**src/tnjr_pkg.sv**
```systemverilog
// ----------------------------------------------------------------------------
// tnjr_pkg: shared types, constants and helpers
// Fixed-point formats, the tanh table and the saturation helpers of the
// tanh neuron Jacobian row block.
// ----------------------------------------------------------------------------
package tnjr_pkg;

  localparam int unsigned InputCount   = 4;
  localparam int unsigned FracBits     = 12;
  localparam int unsigned DataW        = 16;
  localparam int unsigned ActW         = 14;
  localparam int unsigned ClipW        = 15;
  localparam int unsigned SumW         = 2 * DataW + 3;
  localparam int unsigned TabShift     = 2 * FracBits - 3;
  localparam int unsigned TabLast      = 40;
  localparam int unsigned TabIdxW      = 6;
  localparam int unsigned InTdataW     = 176;
  localparam int unsigned OutTdataW    = 192;
  localparam logic [ClipW-1:0] ClipReset = 15'd16384;

  // Register indexes of the configuration port.
  typedef enum logic [0:0] {
    RegJteEnable = 1'b0,
    RegClipLevel = 1'b1
  } cfg_reg_e;

  typedef logic signed [DataW-1:0] data_t;

  // Item fields that travel alongside the arithmetic.
  typedef struct packed {
    data_t [InputCount-1:0] smp;
    data_t                  ow;
    data_t                  err;
  } side_t;

  // tanh(k/8) with twelve fraction bits.
  function automatic logic [12:0] tanh_tab(input logic [TabIdxW-1:0] k);
    logic [12:0] v;
    unique case (k)
      6'd0: v = 13'd0;     6'd1: v = 13'd509;   6'd2: v = 13'd1003;
      6'd3: v = 13'd1468;  6'd4: v = 13'd1893;  6'd5: v = 13'd2272;
      6'd6: v = 13'd2602;  6'd7: v = 13'd2884;  6'd8: v = 13'd3119;
      6'd9: v = 13'd3315;  6'd10: v = 13'd3475; 6'd11: v = 13'd3604;
      6'd12: v = 13'd3707; 6'd13: v = 13'd3790; 6'd14: v = 13'd3856;
      6'd15: v = 13'd3908; 6'd16: v = 13'd3949; 6'd17: v = 13'd3981;
      6'd18: v = 13'd4006; 6'd19: v = 13'd4026; 6'd20: v = 13'd4041;
      6'd21: v = 13'd4053; 6'd22: v = 13'd4063; 6'd23: v = 13'd4070;
      6'd24: v = 13'd4076; 6'd25: v = 13'd4080; 6'd26: v = 13'd4084;
      6'd27: v = 13'd4086; 6'd28: v = 13'd4089; 6'd29: v = 13'd4090;
      6'd30: v = 13'd4091; 6'd31: v = 13'd4092; 6'd32: v = 13'd4093;
      6'd33: v = 13'd4094; 6'd34: v = 13'd4094; 6'd35: v = 13'd4095;
      6'd36: v = 13'd4095; 6'd37: v = 13'd4095; 6'd38: v = 13'd4095;
      default: v = 13'd4096;
    endcase
    return v;
  endfunction

  // Saturate a 21-bit signed value to the 16-bit data range.
  function automatic data_t sat21(input logic signed [20:0] v);
    data_t r;
    if (v > 21'sd32767) begin
      r = 16'sh7fff;
    end else if (v < -21'sd32768) begin
      r = 16'sh8000;
    end else begin
      r = v[DataW-1:0];
    end
    return r;
  endfunction

endpackage

```
**src/tnjr_tanh.sv**
```systemverilog
// ----------------------------------------------------------------------------
// tnjr_tanh: two-stage tanh unit
// Takes the exact pre-activation, clips beyond the configured level or the
// table end and otherwise interpolates the tanh table linearly.
// ----------------------------------------------------------------------------
module tnjr_tanh (
  input  logic                              clk_i,
  input  logic                              en_i,
  input  logic signed [tnjr_pkg::SumW-1:0]  a_i,
  input  logic [tnjr_pkg::ClipW-1:0]        clip_i,
  output logic signed [tnjr_pkg::ActW-1:0]  h_o
);
  import tnjr_pkg::*;

  logic [SumW-1:0]          x;
  logic [SumW-TabShift-1:0] idx;
  logic                     sat_d, sat_q, neg_d, neg_q;
  logic [12:0]              base_d, base_q, nxt;
  logic [8:0]               diff_d, diff_q;
  logic [TabShift-1:0]      frac_q;
  logic [TabShift+8:0]      ip;
  logic [12:0]              mag;
  logic signed [ActW-1:0]   h_d, h_q;

  // First stage: magnitude, clip test and table reads.
  always_comb begin
    neg_d  = a_i[SumW-1];
    x      = neg_d ? (~a_i + 1'b1) : a_i;
    idx    = x[SumW-1:TabShift];
    sat_d  = (x > {{(SumW-ClipW-FracBits){1'b0}}, clip_i, {FracBits{1'b0}}}) ||
             (idx >= (SumW-TabShift)'(TabLast));
    base_d = tanh_tab(idx[TabIdxW-1:0]);
    nxt    = tanh_tab(idx[TabIdxW-1:0] + 1'b1);
    diff_d = 9'(nxt - base_d);
  end

  always_ff @(posedge clk_i) begin
    if (en_i) begin
      sat_q  <= sat_d;
      neg_q  <= neg_d;
      base_q <= base_d;
      diff_q <= diff_d;
      frac_q <= x[TabShift-1:0];
    end
  end

  // Second stage: interpolate with round half up and apply the sign.
  always_comb begin
    ip  = diff_q * frac_q + ((TabShift+9)'(1) << (TabShift - 1));
    mag = sat_q ? 13'd4096 : 13'(base_q + 13'(ip[TabShift+8:TabShift]));
    h_d = neg_q ? -$signed({1'b0, mag}) : $signed({1'b0, mag});
  end

  always_ff @(posedge clk_i) begin
    if (en_i) begin
      h_q <= h_d;
    end
  end

  assign h_o = h_q;

endmodule

```
**config.mk**
```make
export PLATFORM = sky130hd
export DESIGN_NAME = tnjr_tanh
export DESIGN_NICKNAME = d
export VERILOG_FILES = /design/src/tnjr_pkg.sv /design/src/tnjr_tanh.sv
export SDC_FILE = /design/constraint.sdc
export NUM_CORES = 1
export LEC_CHECK = 0
export BUFFER_PORTS_ARGS = -buffer_cell sky130_fd_sc_hd__buf_2
export CAP_MARGIN = 20
export CORE_ASPECT_RATIO = 1.5
export CORE_UTILIZATION = 64
export DETAILED_ROUTE_END_ITERATION = 10
export GPL_TIMING_DRIVEN = 0
export PLACE_DENSITY_LB_ADDON = 0.12
export SLEW_MARGIN = 40
export SYNTH_ARGS = -nofsm -noshare
export SYNTH_HDL_FRONTEND = slang
export SYNTH_SLANG_ARGS = --single-unit
```
**constraint.sdc**
```tcl
create_clock -name clk_i -period 10.6 [get_ports clk_i]
set_clock_uncertainty 0.1 [all_clocks]
set_input_delay 2.65 -clock clk_i [delete_from_list [all_inputs] [get_ports clk_i]]
set_output_delay 2.65 -clock clk_i [all_outputs]
set_load 0.005 [all_outputs]
```
==> results by group <==
Critical path
  – R2r setup slk: 1350 ps
  – R2r startpoint: diff_q[1]$_DFFE_PP_
  – Max incr delay on CP: 620 ps
  – Worst EP arrival: 9980 ps
  – Setup crit end: diff_q[8]$_DFFE_PP_
  – Worst path slowest cell: clkbuf_1
  – Register-to-Register Path Depth: 31
  – Required @ worst endpoint: 10,560 ps
  – Reg-to-reg endpoint: h_o[12]$_DFFE_PP_
  – WS Path Type: input pin to flop
  – Worst setup EP type: flop
  – Crit-path max FO: 13
  – CP Launch Type: input pin
  – CP startpoint: a_i[0]

Clocking
  – CTS Buf Count: 9
  – Htree depth: 3
  – CTS resizes: 0
  – Reg clk slew, reported paths: 60 ps
  – Worst skew pair latency: 330 ps
  – Hold Buf Count CTS: 0
  – Clock Sinks: 59
  – TritonCTS clock tree: done
  – Root Driver: clkbuf_16
  – Setup Buffers After CTS: 0
  – Clock buffer depth: 2

Routing
  – Met2 routed WL: 14,840 um
  – Met3 wire len: 1001 um
  – Via density: 5.965
  – Routed WL: 27,360 um
  – Vias: 8,834
  – M1 WL: 9963 um
  – # DRC: 0
  – Post-DR wirelength/cell: 18.47 um
  – Top Metal Used: met4
  – Post-detailed-route count of antenna-violating nets: 0
  – Detailed Route Iter0 Violations: 413
  – TritonRoute pass-1 iters: 5

STA
  – Worst-Margin Slew: 787.6 ps
  – Max-slew headroom: 47.04%
  – Fin crit period: 10,020 ps
  – Final setup violation count: 0
  – Hold Vio Cnt, Final: 0
  – RSZ-0062 raised after global routing: false
  – Period utilisation layout: 94.52%
  – Post-route setup TNS: 0 ps
  – Fmax: 99.81 MHz
  – Final Max Slew Viols: 0

Synthesis
  – Synth cell types: 77
  – Count leader, synth: nand2_1
  – Area share of xor/xnor cells in the synthesized design: 6.515%
  – Adder-cell share of the synthesized area: 38.20%
  – Ranking of synthesized cells by area: fa_1 (25%), edfxtp_1 (16%), ha_1 (13%), and2_1 (5.7%), nand2_1 (5.2%)
  – Top cell type's share of synthesized area: 24.78%
  – FF+latch count, synth: 59
  – Ys Warns: 0
  – Synth top cells by count: nand2_1 (152), fa_1 (135), inv_1 (133), ha_1 (117), and2_1 (99)
  – Syn avg cell area: 9.166 sq um
  – Main combinational cell family by area after synthesis: adder cells
  – Syn Inst Count: 1,190
  – Mux cell area share after synthesis: 0.5850%
  – Top_reg_cell synth: edfxtp_1
  – Syn nets: 1,494
  – Yosys top cell by area: fa_1
  – Async S/R FF share, synth: 0%
  – Cell Area, Synth: 10,910 sq um
  – Seq/Total Area, Yosys: 16.24%
  – Compound-gate portion of the synthesized area: 11.68%
  – Simple-Gate Fraction of Synth Area: 19.91%
  – Number of synthesized flops with an enable pin: 59

GRT
  – Vias in the first global route: 9,326
  – First-pass GRT wire length: 44,730 um
  – GRT overflow: 0
  – Largest net degree at the start of global routing: 60
  – GRT Resource Usage Total: 33.06%
  – Initial antenna violation count: 0

Floorplan
  – Die Ht: 161.9 um
  – Ports: 66
  – Rows: 58
  – Core ar.: 16,690 sq um
  – Die area: 17,580 sq um
  – Die Wd: 108.6 um
  – Initial Util: 65.35%

Run
  – Max Cap Violations: 0

Finish
  – # fillers: 1,378
  – Inserted Diodes: 0
  – Area growth, synth to finish: 8.179%
  – Final nets: 1,570
  – Ratio of cells with drive above 1 in the final layout: 10.23%

Placed design
  – Post-DP HPWL: 22,560 um
  – I/O Buffers: 65
  – Gp weighted congestion: 0.9516

Outcome
  – Status: finished clean

Worst hold path
  – Worst hold-check path type: flop to flop
logic make-up after synthesis:
family                   count (synthesis)
AND/OR/NAND/NOR                        413
adder cells (fa/ha/maj)                252
AO/OA/AOI/OAI                          200
buffers and inverters                  191
XOR/XNOR                                70
flip-flops                              59
multiplexers                             5
layout make-up:
| class | count | area, sq um | share of cell area [%] |
|---|---|---|---|
| multi-input combinational | 940 | 8388 | 71.08 |
| sequential | 59 | 1772 | 15.01 |
| inverter | 139 | 521.8 | 4.422 |
| timing repair buffer | 65 | 327.8 | 2.778 |
| tap | 210 | 262.8 | 2.227 |
| buffer | 52 | 227.7 | 1.930 |
| clock buffer | 9 | 225.2 | 1.909 |
| clock inverter | 7 | 75.07 | 0.6362 |
sequential cells by signal, summed over array words and instances, names as in the netlist:
register	count
base_q	13
diff_q	9
frac_q	21
h_o	14
neg_q	1
sat_q	1
per-stage QoR:
stage | instance area, sq um | setup slack [ps] | instances | hold WS, ps | utilization (%)
after global routing | 11800 | 147.8 | 1481 | 658.1 | 70.70
after detailed placement | 11500 | 355.1 | 1465 | 620.4 | 68.90
after floorplan | 10910 | 2045 | 1190 | 544.1 | -
final | 11800 | 580.9 | 1481 | 624.1 | 70.70
after CTS | 11800 | 675.9 | 1481 | 635.7 | 70.70
after global placement | 11500 | 431.1 | 1465 | 607.9 | 68.88
how the worst min path moves through the flow:
stage                        start                to  cells after the start
2_1_floorplan  base_q[0]$_DFFE_PP_  h_o[0]$_DFFE_PP_                      3
3_3_place_gp   base_q[0]$_DFFE_PP_  h_o[0]$_DFFE_PP_                      3
3_5_place_dp   base_q[0]$_DFFE_PP_  h_o[0]$_DFFE_PP_                      3
4_1_cts        base_q[0]$_DFFE_PP_  h_o[0]$_DFFE_PP_                      3
5_1_grt        base_q[0]$_DFFE_PP_  h_o[0]$_DFFE_PP_                      3
6_report       base_q[0]$_DFFE_PP_  h_o[0]$_DFFE_PP_                      3
cells in the final DEF, fill, tap and decap left out, types with 8 or more instances in the layout:
cell type    n
nand3_1     18
xnor2_1     49
edfxtp_1    59
buf_2       72
nor3_1      27
xor2_1      14
ha_1       117
clkbuf_1    39
a21o_1      14
nand2b_1     9
fa_1       135
and2_1      99
nor2_1      49
a21oi_1     53
nand4_1      8
o21a_1       8
inv_1      133
clkbuf_16    9
nand2_1    152
o31ai_1     10
o21ai_0     52
per-layer routing:
| metal | vias to the layer above | GRT usage, % |
|---|---|---|
| met1 | 4320 | 35.22 |
| li1 | 4146 | - |
| met3 | 110 | 3.250 |
| met4 | 0 | 19.23 |
| met2 | 258 | 61.77 |
| met5 | - | 0 |
worst max-delay path, delay by kind of cell:
family	cells	cell delay, ps
AO/OA/AOI/OAI	11	1940
XOR/XNOR	2	560
adder cells (fa/ha/maj)	5	1420
buffers and inverters	8	2340
AND/OR/NAND/NOR	6	1060
Power is not shown: default switching activity piles up to over one toggle a cycle in this logic, so the estimate is an artifact.
