$ cat src/tnjr_pkg.sv
// ----------------------------------------------------------------------------
// tnjr_pkg: shared types, constants and helpers
// Fixed-point formats, the tanh table and the saturation helpers of the
// tanh neuron Jacobian row block.
// ----------------------------------------------------------------------------
package tnjr_pkg;

  localparam int unsigned InputCount   = 4;
  localparam int unsigned FracBits     = 12;
  localparam int unsigned DataW        = 16;
  localparam int unsigned ActW         = 14;
  localparam int unsigned ClipW        = 15;
  localparam int unsigned SumW         = 2 * DataW + 3;
  localparam int unsigned TabShift     = 2 * FracBits - 3;
  localparam int unsigned TabLast      = 40;
  localparam int unsigned TabIdxW      = 6;
  localparam int unsigned InTdataW     = 176;
  localparam int unsigned OutTdataW    = 192;
  localparam logic [ClipW-1:0] ClipReset = 15'd16384;

  // Register indexes of the configuration port.
  typedef enum logic [0:0] {
    RegJteEnable = 1'b0,
    RegClipLevel = 1'b1
  } cfg_reg_e;

  typedef logic signed [DataW-1:0] data_t;

  // Item fields that travel alongside the arithmetic.
  typedef struct packed {
    data_t [InputCount-1:0] smp;
    data_t                  ow;
    data_t                  err;
  } side_t;

  // tanh(k/8) with twelve fraction bits.
  function automatic logic [12:0] tanh_tab(input logic [TabIdxW-1:0] k);
    logic [12:0] v;
    unique case (k)
      6'd0: v = 13'd0;     6'd1: v = 13'd509;   6'd2: v = 13'd1003;
      6'd3: v = 13'd1468;  6'd4: v = 13'd1893;  6'd5: v = 13'd2272;
      6'd6: v = 13'd2602;  6'd7: v = 13'd2884;  6'd8: v = 13'd3119;
      6'd9: v = 13'd3315;  6'd10: v = 13'd3475; 6'd11: v = 13'd3604;
      6'd12: v = 13'd3707; 6'd13: v = 13'd3790; 6'd14: v = 13'd3856;
      6'd15: v = 13'd3908; 6'd16: v = 13'd3949; 6'd17: v = 13'd3981;
      6'd18: v = 13'd4006; 6'd19: v = 13'd4026; 6'd20: v = 13'd4041;
      6'd21: v = 13'd4053; 6'd22: v = 13'd4063; 6'd23: v = 13'd4070;
      6'd24: v = 13'd4076; 6'd25: v = 13'd4080; 6'd26: v = 13'd4084;
      6'd27: v = 13'd4086; 6'd28: v = 13'd4089; 6'd29: v = 13'd4090;
      6'd30: v = 13'd4091; 6'd31: v = 13'd4092; 6'd32: v = 13'd4093;
      6'd33: v = 13'd4094; 6'd34: v = 13'd4094; 6'd35: v = 13'd4095;
      6'd36: v = 13'd4095; 6'd37: v = 13'd4095; 6'd38: v = 13'd4095;
      default: v = 13'd4096;
    endcase
    return v;
  endfunction

  // Saturate a 21-bit signed value to the 16-bit data range.
  function automatic data_t sat21(input logic signed [20:0] v);
    data_t r;
    if (v > 21'sd32767) begin
      r = 16'sh7fff;
    end else if (v < -21'sd32768) begin
      r = 16'sh8000;
    end else begin
      r = v[DataW-1:0];
    end
    return r;
  endfunction

endpackage

$ cat src/tnjr_lane.sv
// ----------------------------------------------------------------------------
// tnjr_lane: one product lane
// Multiplies two data words, rounds half up to the data scale, saturates and
// registers the word; a zero request forces the result to zero.
// ----------------------------------------------------------------------------
module tnjr_lane (
  input  logic            clk_i,
  input  logic            en_i,
  input  logic            zero_i,
  input  tnjr_pkg::data_t a_i,
  input  tnjr_pkg::data_t b_i,
  output tnjr_pkg::data_t q_o
);
  import tnjr_pkg::*;

  logic signed [2*DataW-1:0] prod;
  logic signed [2*DataW:0]   rnd;
  data_t                     q_d, q_q;

  // Round half up, then clamp to the field.
  always_comb begin
    prod = a_i * b_i;
    rnd  = {prod[2*DataW-1], prod} + (33'sd1 <<< (FracBits - 1));
    q_d  = zero_i ? '0 : sat21(rnd[2*DataW:FracBits]);
  end

  always_ff @(posedge clk_i) begin
    if (en_i) begin
      q_q <= q_d;
    end
  end

  assign q_o = q_q;

endmodule

$ cat config.mk
export PLATFORM = sky130hd
export DESIGN_NAME = tnjr_lane
export DESIGN_NICKNAME = d
export VERILOG_FILES = /design/src/tnjr_pkg.sv /design/src/tnjr_lane.sv
export SDC_FILE = /design/constraint.sdc
export NUM_CORES = 1
export LEC_CHECK = 0
export BUFFER_PORTS_ARGS = -buffer_cell sky130_fd_sc_hd__buf_2
export CORE_ASPECT_RATIO = 0.8
export CORE_UTILIZATION = 40
export DETAILED_ROUTE_END_ITERATION = 10
export SLEW_MARGIN = 20
export SYNTH_ARGS = -nofsm -noshare
export SYNTH_HDL_FRONTEND = slang
export SYNTH_SLANG_ARGS = --single-unit
$ cat constraint.sdc
create_clock -name clk_i -period 6.8 [get_ports clk_i]
set_clock_uncertainty 0.15 [all_clocks]
set_input_delay 0.34 -clock clk_i [delete_from_list [all_inputs] [get_ports clk_i]]
set_output_delay 0.34 -clock clk_i [all_outputs]
set_load 0.01 [all_outputs]
==> summary.txt, run 1 <==
Synth
  • Yosys top cell by area: fa_1
  • Post-synthesis cell area: 10600 um^2
  • Sequential-to-total area share from yosys stat: 0.0453
  • Most frequent cell after synthesis: inv_1
  • Synth cell count leaders: inv_1, fa_1, nand2_1
  • Synth Flop Type: edfxtp_1
  • Synthesized flop and latch total: 16
  • Syn Inst Count: 1144
  • Mean Syn Cell Area: 9.28 um^2
  • Post-synth ARST share: 0
  • Synth area leaders: fa_1, inv_1, ha_1
  • Share of the synthesized area in the top cell type: 0.504
  • Post-synth EDFFs: 16
  • Yosys Warn Count: 0
  • Mapped Nets: 1524
  • Synth cell types: 49

Floorplan
  • Core area: 25700 um^2
  • Die X: 184 um
  • Initial Utilization: 0.413
  • Row Count: 52
  • Die Span Y: 148 um
  • IO Count: 51
  • Die area: 27200 um^2

Clocking
  • Worst-path clk slew: 50 ps
  • CTS buffer count: 3
  • Clock Path Buffers: 2
  • H-tree depth: 1
  • CTS tree: done
  • Root Driver: clkbuf_16
  • Number of hold buffers added after CTS: 0
  • Clock net sink count: 16

Global routing
  • Initial antenna violation count: 0
  • First-pass GRT wire length: 43200 um
  • Vias in the first global route: 8568
  • Overall Global Routing Usage: 0.202
  • Pin count of the biggest net entering global routing: 17
  • Total gr overflow: 0

Cells and area
  • Final Util: 0.472
  • Synthesis-to-layout area growth: 14.2%
  • Max FFs per register: 16
  • Layout cells sized above 1: 0.152
  • N_diodes: 0
  • Total Nets Final: 1621

STA
  • Relative slew slack: 0.708
  • Worst slew pin tran: 434 ps
  • Slew Viols, Final: 0
  • Final setup fails: 0
  • Minimum clock period: 6560 ps
  • Final Hold Viols: 0
  • Final period util: 0.965
  • F_max: 152 MHz

Placed design
  • HPWL Detailed: 22300 um
  • Global placement routability congestion: 0.841
  • Port buffer count: 50

Drt
  • Vias: 7675
  • Drt drc: 0
  • DR iter-0 viols: 339
  • Antenna viol nets, final: 0
  • Routed wire length: 25400 um
  • Avg Vias per Cell: 4.83
  • Detailed-route wire length per cell: 16.0 um
  • Drt first pass iters: 4

Worst setup path
  • Setup crit start kind: input pin
  • Critical path endpoint category: flop
  • WP data required: 6730 ps
  • WP data arrival: 6490 ps
  • Worst Path Max Fanout: 11
  • Crit Path Class: in2reg

Status
  • Outcome: finished clean

Run
  • MaxCap Viol Count: 0

Hold path
  • Worst hold path depth: 1
  • Worst Hold Class: in2reg
[stage by stage]
stage | cell area, um^2 | setup WS (ps) | setup TNS [ps] | hold WS [ps] | cells
global route | 12100 | -34.5 | -34.5 | 392 | 1590
finish | 12100 | 235 | 0 | 384 | 1590
CTS | 11800 | 73.4 | 0 | 381 | 1584
global placement | 11700 | -176 | -2080 | 601 | 1581
detailed placement | 11700 | -164 | -1920 | 607 | 1581
floorplan | 10600 | 57.6 | 0 | 302 | 1144
[worst max-delay path, stage by stage]
cell and delay [ps]:
clkbuf_4 170, buf_4 170, and2_1 180, fa_2 620, inv_1 90, fa_1 480, inv_1 50, fa_1 490
inv_1 50, fa_1 500, inv_1 50, fa_1 460, fa_1 540, ha_4 340, nand3_2 110, nor4_4 260
nor4b_4 390, o31ai_4 140, and3_1 220, nor3_2 240, buf_4 160, o41ai_4 50, buf_4 170, buf_12 130
o21ai_0 80
[cell usage in the layout (no fill, tap or decap), types with 10 or more instances in the layout]
cell type / netlist / final
inv_1: 319 / 318
buf_2: 0 / 36
a21oi_1: 29 / 21
nand2_1: 134 / 132
fa_1: 267 / 262
edfxtp_1: 16 / 16
o21ai_2: 10 / 10
nor2_1: 24 / 24
xnor2_1: 19 / 18
and2_1: 120 / 120
buf_4: 0 / 73
ha_1: 78 / 70
o21ai_0: 16 / 14
clkbuf_4: 0 / 14
[cells by family (layout without fill, tap and decap cells)]
logic type / count (synthesis) / count (layout) / share of synthesized area
compound gates: 90 / 90 / 0.0618
simple gates: 310 / 310 / 0.146
buf+inv: 355 / 450 / 0.127
flops: 16 / 16 / 0.0453
xor+xnor: 28 / 28 / 0.0238
fa+ha+maj: 345 / 345 / 0.596
[per-layer routing]
metal | wire (um) | vias up | GRT usage
li1 | - | 3530 | -
met1 | 11200 | 3958 | 0.275
met2 | 13000 | 165 | 0.367
met3 | 988 | 22 | 0.0121
met4 | 227 | 0 | 0.0217
met5 | 0 | - | 0
[timing repair]
| action | CTS | global route |
|---|---|---|
| gates resized for setup | 0 | 52 |
| buffers inserted | 0 | 5 |
| endpoints found under the setup margin | 0 | 15 |
[worst paths after layout]
kind / startpoint / endpoint / slack [ps]
worst max-delay path: a_i[15] / q_o[11] / 240
worst min-delay path: en_i / q_o[5] / 380
[area by class of cell]
cell class | count | area (um^2)
fill | 2482 | 13600
multi-input combinational | 773 | 8990
inverter | 319 | 1200
timing repair buffer | 128 | 938
sequential | 16 | 480
tap | 351 | 439
clock buffer | 3 | 75.1
Power of run 1 is left out: the tool's default activity adds up to more than one toggle a clock period on the data nets, which glitch-free logic cannot reach.
==> run 2: changes to the inputs <==
--- a/config.mk
+++ b/config.mk
@@ -7,6 +7,7 @@
 export LEC_CHECK = 0
 export BUFFER_PORTS_ARGS = -buffer_cell sky130_fd_sc_hd__buf_2
 export CORE_ASPECT_RATIO = 0.8
+export CORE_MARGIN = 8
 export CORE_UTILIZATION = 40
 export DETAILED_ROUTE_END_ITERATION = 10
 export SLEW_MARGIN = 20
==> summary.txt, run 2 (synthesis results as in run 1) <==
Status
  • Outcome: finished clean

STA
  • Final Hold Viols: 0 (unchanged)
  • Worst slew pin tran: 442 ps (+7.92 ps)
  • Relative slew slack: 0.705 (-0.00353)
  • Final setup fails: 0 (unchanged)
  • F_max: 154 MHz (+0.79%)
  • Minimum clock period: 6510 ps (-51.7 ps)
  • Final period util: 0.958 (-0.00760)
  • Slew Viols, Final: 0 (unchanged)

Global routing
  • Overall Global Routing Usage: 0.168 (-0.0341)
  • First-pass GRT wire length: 43000 um (-0.30%)
  • Total gr overflow: 0 (unchanged)
  • Initial antenna violation count: 0 (unchanged)
  • Pin count of the biggest net entering global routing: 17 (unchanged)
  • Vias in the first global route: 8532 (-0.42%)

Worst setup path
  • Cells along the critical path: buf_2 -> and2_1 -> inv_1 -> fa_1 -> fa_2 -> buf_4 -> fa_1 -> inv_1 -> fa_1 -> inv_1 -> fa_1 -> inv_1 -> fa_1 -> ha_1 -> nand2_1 -> nor4_4 -> nor4b_4 -> or4_1 -> nand2_1 -> nor3_1 -> a41oi_2 -> buf_4 -> buf_12 -> o21ai_2
  • CP Buf/Inv Count: 8 (-1)
  • Crit-path slowest cell: fa_1
  • Worst Path Max Fanout: 12 (+1)
  • Crit Path Class: in2reg
  • Setup crit start kind: input pin
  • WP data arrival: 6460 ps (-30 ps)
  • Slowest stage delay, CP: 620 ps (about the same)
  • WP data required: 6750 ps (+20 ps)
  • Delay-heaviest family, CP: adder cells
  • Most used cell, CP: fa_1
  • Critical path endpoint category: flop

Drt
  • Drt first pass iters: 4 (unchanged)
  • Avg Vias per Cell: 4.80 (-0.46%)
  • DR iter-0 viols: 334 (-1.5%)
  • Detailed-route wire length per cell: 16.1 um (+0.63%)
  • Antenna viol nets, final: 0 (unchanged)
  • Routed wire length: 25300 um (-0.13%)
  • Drt drc: 0 (unchanged)
  • Vias: 7582 (-1.2%)

Hold path
  • Worst Hold Class: in2reg

Clocking
  • H-tree depth: 1 (unchanged)
  • Clock net sink count: 16 (unchanged)
  • CTS tree: done
  • CTS buffer count: 3 (unchanged)
  • Clock Path Buffers: 2 (unchanged)
  • Root Driver: clkbuf_16
  • Worst-path clk slew: 50 ps (about the same)

Floorplan
  • Core area: 26200 um^2 (+1.9%)
  • Row Count: 53 (+1.9%)
  • Initial Utilization: 0.405 (-0.00779)
  • IO Count: 51 (unchanged)
  • Die Span Y: 162 um (+9.5%)
  • Die X: 198 um (+7.6%)
  • Die area: 32000 um^2 (+18%)

Cells and area
  • Most frequent cells in the layout: inv_1, fa_1, nand2_1
  • Max FFs per register: 16 (unchanged)
  • Synthesis-to-layout area growth: 11.1%
  • N_diodes: 0 (unchanged)
  • Post-route design area: 11800 um^2 (-2.8%)
  • Commonest non-fill, non-tap cell in the layout: inv_1
  • Layout cells sized above 1: 0.121 (-0.0305)
  • Total Nets Final: 1603 (-1.1%)

Placed design
  • HPWL Detailed: 22100 um (-0.85%)
  • Placement Cell Area: 11700 um^2 (-0.77%)
  • Global placement routability congestion: 0.869 (+3.3%)
  • Port buffer count: 50 (unchanged)

Run
  • MaxCap Viol Count: 0 (unchanged)
run 2: final cells by class:
cell class              instances  area (um^2)
fillers                      2589        14400
multi-input cells             773         8830
inverters                     319         1200
repair buffers                110          753
flip-flops and latches         16          480
well taps                     357          447
clock buffers                   3         75.1
run 2: stage by stage:
step / setup TNS [ps] / instances / hold slack (ps) / worst slack (ps) / utilization
4_1_cts: 0 / 1577 / 386 / 127 / 0.448
5_1_grt: -0.0693 / 1578 / 398 / -0.0693 / 0.450
2_1_floorplan: 0 / 1144 / 302 / 57.6 / -
3_3_place_gp: -163 / 1574 / 607 / -20.2 / 0.445
6_report: 0 / 1578 / 379 / 287 / 0.450
3_5_place_dp: -776 / 1574 / 608 / -83.7 / 0.445
run 2: path summary, 6_finish.rpt:
path | start | slack, ps | cells past startpoint | endpoint
min | en_i | 380 | 1 | q_o[1]
max | b_i[5] | 290 | 24 | q_o[5]
run 2: timing repair:
action	4_1_cts	5_1_grt
setup endpoints to repair	0	15
hold endpoints to repair	0	0
hold buffers	0	0
gates resized for setup	0	13
setup buffers	0	1
run 2: routing by layer:
layer  global-route usage  vias to the layer above  routed length [um]
met5                    0                        -                   0
met4               0.0390                        0                 588
met3               0.0149                       44                 830
met2                0.301                      130               12800
met1                0.218                     3908               11100
li1                     -                     3500                   -
Power of run 2 is left out for the same reason.
==> run 3: changes to the inputs <==
--- a/config.mk
+++ b/config.mk
@@ -8,8 +8,10 @@
 export BUFFER_PORTS_ARGS = -buffer_cell sky130_fd_sc_hd__buf_2
 export CORE_ASPECT_RATIO = 0.8
 export CORE_MARGIN = 8
-export CORE_UTILIZATION = 40
+export CORE_UTILIZATION = 59
 export DETAILED_ROUTE_END_ITERATION = 10
+export GPL_TIMING_DRIVEN = 0
+export PLACE_DENSITY = 0.8
 export SLEW_MARGIN = 20
 export SYNTH_ARGS = -nofsm -noshare
 export SYNTH_HDL_FRONTEND = slang
==> summary.txt, run 3 (synthesis results as in run 1) <==
Cells and area
  • Synthesis-to-layout area growth: 13.1%
  • Area of the multi-input gates: 9130 um^2 (+3.4%)
  • Total Nets Final: 1596 (-0.44%)
  • Commonest non-fill, non-tap cell in the layout: inv_1
  • Most frequent cells in the layout: inv_1, fa_1, nand2_1
  • Post-route design area: 12000 um^2 (+1.8%)
  • Fillers: 1361 (-47%)
  • Max FFs per register: 16 (unchanged)
  • Area occupied by registers: 480 um^2 (unchanged)
  • Layout cells sized above 1: 0.149 (+0.0279)

Worst setup path
  • CP Buf/Inv Count: 9 (+1)
  • Crit-path slowest cell: fa_2
  • Setup crit start kind: input pin
  • Worst Path Max Fanout: 10 (-2)
  • WP data arrival: 6490 ps (+30 ps)
  • Delay-heaviest family, CP: adder cells
  • CP Depth: 26 (+8.3%)
  • Slowest stage delay, CP: 570 ps (-50 ps)
  • WP data required: 6650 ps (-100 ps)
  • Crit path to: q_o[6]
  • Critical path endpoint category: flop
  • Crit path from: a_i[7]
  • Crit Path Class: in2reg

Floorplan
  • Row Count: 44 (-17%)
  • Initial Utilization: 0.593 (+0.188)
  • Die X: 166 um (-16%)
  • Die area: 22600 um^2 (-30%)
  • Core area: 17900 um^2 (-32%)
  • IO Count: 51 (unchanged)
  • Die Span Y: 136 um (-16%)

Global routing
  • Pin count of the biggest net entering global routing: 17 (unchanged)
  • Total gr overflow: 0 (unchanged)
  • First-pass GRT wire length: 45200 um (+5.1%)
  • Vias in the first global route: 8696 (+1.9%)
  • Overall Global Routing Usage: 0.254 (+0.0854)
  • Initial antenna violation count: 0 (unchanged)

STA
  • Slew Viols, Final: 0 (unchanged)
  • Final period util: 0.977 (+0.0188)
  • Fin worst setup slack: 159 ps (-128 ps)
  • Final setup fails: 0 (unchanged)
  • Minimum clock period: 6640 ps (+128 ps)
  • Relative slew slack: 0.670 (-0.0349)
  • Final Hold Viols: 0 (unchanged)
  • Worst slew pin tran: 495 ps (+52.9 ps)
  • F_max: 151 MHz (-1.9%)

Clocking
  • Clock Path Buffers: 2 (unchanged)
  • Worst-path clk slew: 50 ps (about the same)
  • CTS buffer count: 3 (unchanged)
  • Number of hold buffers added after CTS: 0 (unchanged)
  • Clock net sink count: 16 (unchanged)
  • Root Driver: clkbuf_16
  • CTS tree: done
  • H-tree depth: 1 (unchanged)

Placed design
  • Global placement routability congestion: 0.965 (+11%)
  • Port buffer count: 50 (unchanged)
  • Placement Cell Area: 11100 um^2 (-4.3%)
  • Worst slack at placement: -1000 ps (-920 ps)
  • HPWL Detailed: 23100 um (+4.7%)

Drt
  • Drt drc: 0 (unchanged)
  • Avg Vias per Cell: 5.57 (+16%)
  • Detailed-route wire length per cell: 19.2 um (+20%)
  • Vias: 8050 (+6.2%)
  • Antenna viol nets, final: 0 (unchanged)
  • DR iter-0 viols: 666 (+99%)
  • Drt first pass iters: 5 (+1)
  • Routed wire length: 27800 um (+9.8%)

Run
  • MaxCap Viol Count: 0 (unchanged)

Hold path
  • Worst Hold Class: in2reg
  • Worst hold path depth: 1 (unchanged)

Status
  • Outcome: finished clean
-- run 3: cell count changes in the layout (fill, tap and decap cells not counted), moves of 4 or more --
cell,change
buf_4,-26
ha_1,-14
ha_4,+11
fa_1,-10
fa_2,+10
buf_2,-9
clkbuf_4,+7
buf_6,+6
buf_8,+6
a21oi_4,+4
clkbuf_16,+4
clkbuf_2,+4
-- run 3: area by class of cell --
type / instances / area share
Buffer: 26 / 0.0255
Inverter: 319 / 0.100
Multi-Input combinational cell: 773 / 0.761
Sequential cell: 16 / 0.0400
Clock buffer: 3 / 0.00626
Timing Repair Buffer: 77 / 0.0432
Tap cell: 230 / 0.0240
Antenna cell: 1 / 0.000209
-- run 3: through the flow --
step	TNS [ps]	hold slack (ps)	instances	utilization
5_1_grt	-436	403	1444	0.671
3_5_place_dp	-14840	608	1424	0.623
2_1_floorplan	0	302	1144	-
4_1_cts	0	378	1428	0.645
3_3_place_gp	-13300	604	1424	0.623
6_report	0	384	1445	0.671
-- run 3: worst min-delay path by stage --
| stage | startpoint | endpoint | slack, ps |
|---|---|---|---|
| global placement | q_o[9] | q_o[9] | 600 |
| finish | en_i | q_o[0] | 380 |
| global route | en_i | q_o[0] | 400 |
| CTS | zero_i | q_o[15] | 380 |
| floorplan | en_i | q_o[0] | 300 |
| detailed placement | q_o[3] | q_o[3] | 610 |
-- run 3: metal layers --
| metal | part of all wire | vias up | GRT usage | wire length, um |
|---|---|---|---|---|
| met5 | 0 | - | 0 | 0 |
| met4 | 0.026 | 0 | 0.0700 | 712 |
| met3 | 0.093 | 59 | 0.0444 | 2590 |
| met2 | 0.48 | 422 | 0.432 | 13500 |
| met1 | 0.40 | 4083 | 0.332 | 11100 |
| li1 | - | 3486 | - | - |
-- run 3: timing repair --
item	4_1_cts	5_1_grt
pin swaps	9	29
resized for setup	78	91
buffers inserted	7	18
endpoints found under the setup margin	16	15
gates cloned	1	1
Power of run 3 is left out for the same reason.
